## src/design/cppf_ram.sv

```systemverilog
// Generic single-write, single-read RAM with registered read data.
module cppf_ram #(
  parameter int unsigned WIDTH = 8,
  parameter int unsigned DEPTH = 16
) (
  input  logic                     clk_i,
  input  logic                     we_i,
  input  logic [$clog2(DEPTH)-1:0] waddr_i,
  input  logic [WIDTH-1:0]         wdata_i,
  input  logic                     re_i,
  input  logic [$clog2(DEPTH)-1:0] raddr_i,
  output logic [WIDTH-1:0]         rdata_o
);

  logic [WIDTH-1:0] mem_q [DEPTH];
  logic [WIDTH-1:0] rdata_q;

  always_ff @(posedge clk_i) begin
    if (we_i) begin
      mem_q[waddr_i] <= wdata_i;
    end
    if (re_i) begin
      rdata_q <= mem_q[raddr_i];
    end
  end

  assign rdata_o = rdata_q;

endmodule

```

## config.mk

```make
export PLATFORM = sky130hd
export DESIGN_NAME = cppf_ram
export DESIGN_NICKNAME = d
export VERILOG_FILES = /design/src/design/cppf_ram.sv
export SDC_FILE = /design/constraint.sdc
export NUM_CORES = 1
export LEC_CHECK = 0
export BUFFER_PORTS_ARGS = -buffer_cell sky130_fd_sc_hd__buf_2
export CAP_MARGIN = 20
export CORE_AREA = 2 2 106 108
export DETAILED_ROUTE_END_ITERATION = 6
export DIE_AREA = 0 0 108 110
export GPL_TIMING_DRIVEN = 0
export PLACE_DENSITY = 0.64
export SYNTH_ARGS = -nofsm -noshare
export SYNTH_HDL_FRONTEND = slang
export SYNTH_SLANG_ARGS = --single-unit
```

## constraint.sdc

```tcl
create_clock -name clk_i -period 1.9 [get_ports clk_i]
set_input_delay 0.19 -clock clk_i [delete_from_list [all_inputs] [get_ports clk_i]]
set_output_delay 0.19 -clock clk_i [all_outputs]
set_load 0.01 [all_outputs]
```

==> run metrics, run 1 <==
status=finished, final reports clean; CP Buf/Inv Count=2; commonest non-fill, non-tap cell in the layout=edfxtp_1; Routed Antenna Nets=0; power per cell area=1067 mW/mm²; Hold Slack=51.58 ps; # DRC=0; vias in the first global route=2,492; # rows=38; Worst-path clk slew=50 ps; post-route cell area=0.006052 mm²; gpl congestion=0.6826; most frequent cells in the layout=edfxtp_1, buf_2, mux4_2, a22oi_1, clkbuf_16; DRT iter0 DRCs=169; Post-DP Area=0.005558 mm²; DRT Wirelength=9492 µm; largest net degree at the start of global routing=17; critical path type=input port to flip-flop; Hold Crit Class=input port to flip-flop; FF-to-FF Start=mem_q[5][0]; post-cts resize count=0; # nets final=296; CP required=2110 ps; reg-to-reg endpoint=rdata_o[0]; DIE AREA=0.01188 mm²; Syn. warnings=0; Cells after Synth=229; clock tree buffer depth=2; drt first pass iters=5; worst hold start=re_i; Seq cells post-synth=136; Max Slew Vio Count=0; Hold EP=rdata_o[5]; Post-CTS Setup Inserts=0; TritonCTS clock tree=done; gr usage total=18.19%; Max transition margin=41.88%; Placeable Area=0.01070 mm²; Top FF cell, synth=edfxtp_1; vias per cell=5.629; CTS root buf=clkbuf_8; asr flop ratio synth=0%; Hold Path Depth=1; worst path cell trace=buf_2, or3b_2, nor3_1, buf_4; initial antenna violation count=0; Lkg Pwr=2.014 nW; gr ovfl total=0; H-tree depth=4; final antenna diode count=0; Die Y=110 µm; Synth cell types=18; Crit path max-delay family=simple AND/OR/NAND/NOR gates; final hold violations=0; post-route setup TNS=0 ps; Initial Utilization=48.87%; layout cells sized above 1=26.64%; post-DP HPWL=6090 µm; Max IR drop VDD=0.5161 mV; number of flops mapped to enable cells by yosys=136; clock latency on the worst-skew pair=510 ps; Critical Path Sink Type=flip-flop; total CTS buffers=17; RSZ-0062 raised after global routing=no; CP arrival=1800 ps; IO Port Bufs=25; CTS Hold Buffers Added=0; Synth-to-Final Area Change=15.77%; CP startpoint kind=input port; Slew @ Worst Pin=865.2 ps; slowest stage delay, CP=690 ps; slowest cell on the critical path=nor3_1; WL per Instance=22.13 µm; Pwr Total=6.459 mW; # IOs=27; Highest Clock Rate=629.3 MHz; Vias=2,415; Final Skew=17.84 ps; Mapped Nets=248; synthesized area per cell=22.83 µm²; critical path peak fanout=5; R2R depth=3; Tcrit/Tclk final=83.64%; fin util=56.57%; first-pass GRT wire length=14,530 µm; Die Width=108 µm; worst reg2reg setup slack=320 ps; max_cap viols=0; Post-Syn Area=0.005228 mm²; setup violators final=0; minimum clock period=1589 ps; Seq/Total Area, Yosys=78.12%; # clock sinks=136
## per-layer routing
metal	wire length (µm)	global-route usage (%)
met5	0	0
met4	95	7.418
met3	550	5.467
met2	4842	28.48
met1	4004	24.20
## worst max-delay path by stage
stage	from	endpoint	depth (start not counted)
floorplan	waddr_i[2]	mem_q[0][0]	2
global placement	waddr_i[2]	mem_q[0][7]	3
detailed placement	waddr_i[2]	mem_q[0][7]	4
CTS	mem_q[5][0]	rdata_o[0]	3
global route	mem_q[4][0]	rdata_o[0]	3
finish	waddr_i[2]	mem_q[0][1]	4
## Yosys cell counts, types with 2 or more instances
cell type        count  area share (%)
edfxtp_1           136              78
mux4_2              18             7.8
a22oi_1             16             2.3
mux4_1              14             7.0
nor2_1              13            0.93
nand2_1              9            0.65
nor3_1               4            0.38
buf_2                3            0.29
buf_6                3            0.65
clkdlybuf4s25_2      3            0.57
nand2b_1             2            0.24
nand3b_1             2            0.29
## layout make-up
type	count	area, µm²
clock inverters	7	53.80
plain buffers	10	86.33
multi-input cells	83	1057
well taps	140	175.2
flip-flops and latches	136	4084
clock buffers	24	440.4
repair buffers	29	155.1
fillers	825	4646
## state kept, by name (all words and copies together), names as in the netlist
register	flops
rdata_o	8
mem_q	128
## cells by family after synthesis
| family | after synthesis | share of synthesized area, % |
|---|---|---|
| buf+inv | 10 | 1.651 |
| simple gates | 35 | 3.136 |
| flops | 136 | 78.12 |
| mux | 32 | 14.79 |
| compound gates | 16 | 2.298 |
## through the flow
stage               cells  worst slack (ps)
CTS                   429             301.8
global route          429             250.5
global placement      394            -363.0
detailed placement    398            -169.2
floorplan             229             217.1
finish                429             310.9
## power by group
part | internal (mW) | leakage (nW) | switching [mW]
combinational | 0.132 | 0.539 | 0.186
sequential | 3.38 | 1.24 | 0.0130
clock | 1.70 | 0.239 | 1.05
total | 5.21 | 2.01 | 1.25
## worst register-to-register path: stages, from the launching register on
cell      delay [ps]
edfxtp_1         350
mux4_1           550
a22oi_1          320
nand2_1          100
Power figures use the tool's default switching activity.
==> inputs of run 2 (changes only) <==
- clock period: 1.9 -> 1.7 ns (I/O delays scaled with it)
==> run metrics, run 2 (synthesis gave the netlist of run 1 again) <==
status=finished, final reports clean; clock tree buffer depth=2 (unchanged); RSZ-0062 raised after global routing=no; # clock sinks=136 (unchanged); IO Port Bufs=25 (unchanged); Initial Utilization=48.87% (unchanged); setup violators final=0 (unchanged); FF-to-FF Start=mem_q[5][0]; drt first pass iters=5 (unchanged); critical path type=flip-flop to flip-flop; final hold violations=0 (unchanged); CTS root buf=clkbuf_8; clock latency on the worst-skew pair=500 ps (about the same); vias per cell=5.556 (-1.3%); Vias=2,389 (-1.1%); final antenna diode count=0 (unchanged); Crit path max-delay family=multiplexers; CP arrival=1830 ps (+30 ps); PnR worst setup slack=122.3 ps (-188.6 ps); DIE AREA=0.01188 mm² (unchanged); Max transition margin=43.24% (+1.4 points); Max IR drop VDD=0.5781 mV (+12%); vias in the first global route=2,492 (unchanged); CP Buf/Inv Count=0 (-2); Synth-to-Final Area Change=15.96%; TritonCTS clock tree=done; Post-DP Area=0.005558 mm² (unchanged); post-route setup TNS=0 ps (unchanged); total CTS buffers=17 (unchanged); CP startpoint kind=flip-flop; H-tree depth=4 (unchanged); largest net degree at the start of global routing=17 (unchanged); gpl congestion=0.6826 (unchanged); gr usage total=18.19% (unchanged); commonest non-fill, non-tap cell in the layout=edfxtp_1; WL per Instance=22.01 µm (-0.53%); Routed Antenna Nets=0 (unchanged); # DRC=0 (unchanged); R2R depth=3 (unchanged); Worst-path clk slew=50 ps (about the same); CP required=1950 ps (-160 ps); post-cts resize count=0 (unchanged); launch point of the worst path=mem_q[5][0]; Highest Clock Rate=633.9 MHz; fin util=56.67% (+0.094 points); minimum clock period=1578 ps; Pwr Total=7.226 mW (+12%); DRT Wirelength=9464 µm (-0.29%); Hold Crit Class=input port to flip-flop; Die Y=110 µm (unchanged); most frequent cells in the layout=edfxtp_1, buf_2, mux4_2, a22oi_1, clkbuf_16; post-DP HPWL=6090 µm (unchanged); gr ovfl total=0 (unchanged); post-route cell area=0.006062 mm² (+0.17%); Finished Layout Cells=430 (+0.23%); initial antenna violation count=0 (unchanged); critical path peak fanout=1 (-4); max reg flops=128 (unchanged); WP depth=3 (-1); Max Slew Vio Count=0 (unchanged); # IOs=27 (unchanged); crit path to=rdata_o[0]; worst reg2reg setup slack=120 ps (-200 ps); slowest stage delay, CP=550 ps (-140 ps); worst hold start=wdata_i[6]; DRT iter0 DRCs=159 (-5.9%); # nets final=297 (+0.34%); worst path cell trace=mux4_1, a22oi_1, nand2_1; Biggest register=mem_q; first-pass GRT wire length=14,530 µm (unchanged); placed instance count=398 (unchanged); # rows=38 (unchanged); Lkg Pwr=2.018 nW (+0.21%); slowest cell on the critical path=mux4_1; max_cap viols=0 (unchanged); layout cells sized above 1=26.55% (-0.092 points); Final Skew=3.432 ps (-14.41 ps); reg-to-reg endpoint=rdata_o[0]; Tcrit/Tclk final=92.80%; Critical Path Sink Type=flip-flop; Slew @ Worst Pin=844.9 ps (-20.37 ps); power per cell area=1192 mW/mm² (+12%); worst setup slack after placement=-349.2 ps (-180.0 ps); Hold Slack=67.99 ps (+16.40 ps); Placeable Area=0.01070 mm² (unchanged); Die Width=108 µm (unchanged)
## run 2: cell count changes in the layout (fill, tap and decap cells not counted)
cell | previous run | this run
dlygate4sd3_1 | 0 | 1
## run 2: metal layers
| metal | up-vias | GRT usage, % | share of wire [%] |
|---|---|---|---|
| li1 | 1081 | - | - |
| met1 | 1240 | 24.20 | 42 |
| met2 | 62 | 28.48 | 51 |
| met3 | 6 | 5.467 | 5.3 |
| met4 | 0 | 7.418 | 1.2 |
| met5 | - | 0 | 0 |
## run 2: what timing repair did
action | CTS | global route
endpoints found under the hold margin | 8 | 0
buffers inserted | 0 | 0
hold buffers | 1 | 0
## run 2: cell type report
| type | count | area, µm² |
|---|---|---|
| repair buffers | 30 | 165.2 |
| well taps | 140 | 175.2 |
| multi-input cells | 83 | 1057 |
| fillers | 824 | 4636 |
| flip-flops and latches | 136 | 4084 |
| clock buffers | 24 | 440.4 |
| plain buffers | 10 | 86.33 |
| clock inverters | 7 | 53.80 |
## run 2: worst min path at each step
stage,end,cells after the start
floorplan,mem_q[0][0],0
global placement,rdata_o[1],1
detailed placement,rdata_o[3],1
CTS,mem_q[9][5],1
global route,mem_q[1][7],1
finish,mem_q[4][6],1
## run 2: where the power goes
part	leakage [nW]	internal [mW]	switching [mW]
combinational	0.543	0.149	0.208
clock	0.239	1.90	1.18
sequential	1.24	3.78	0.0145
total	2.02	5.83	1.40
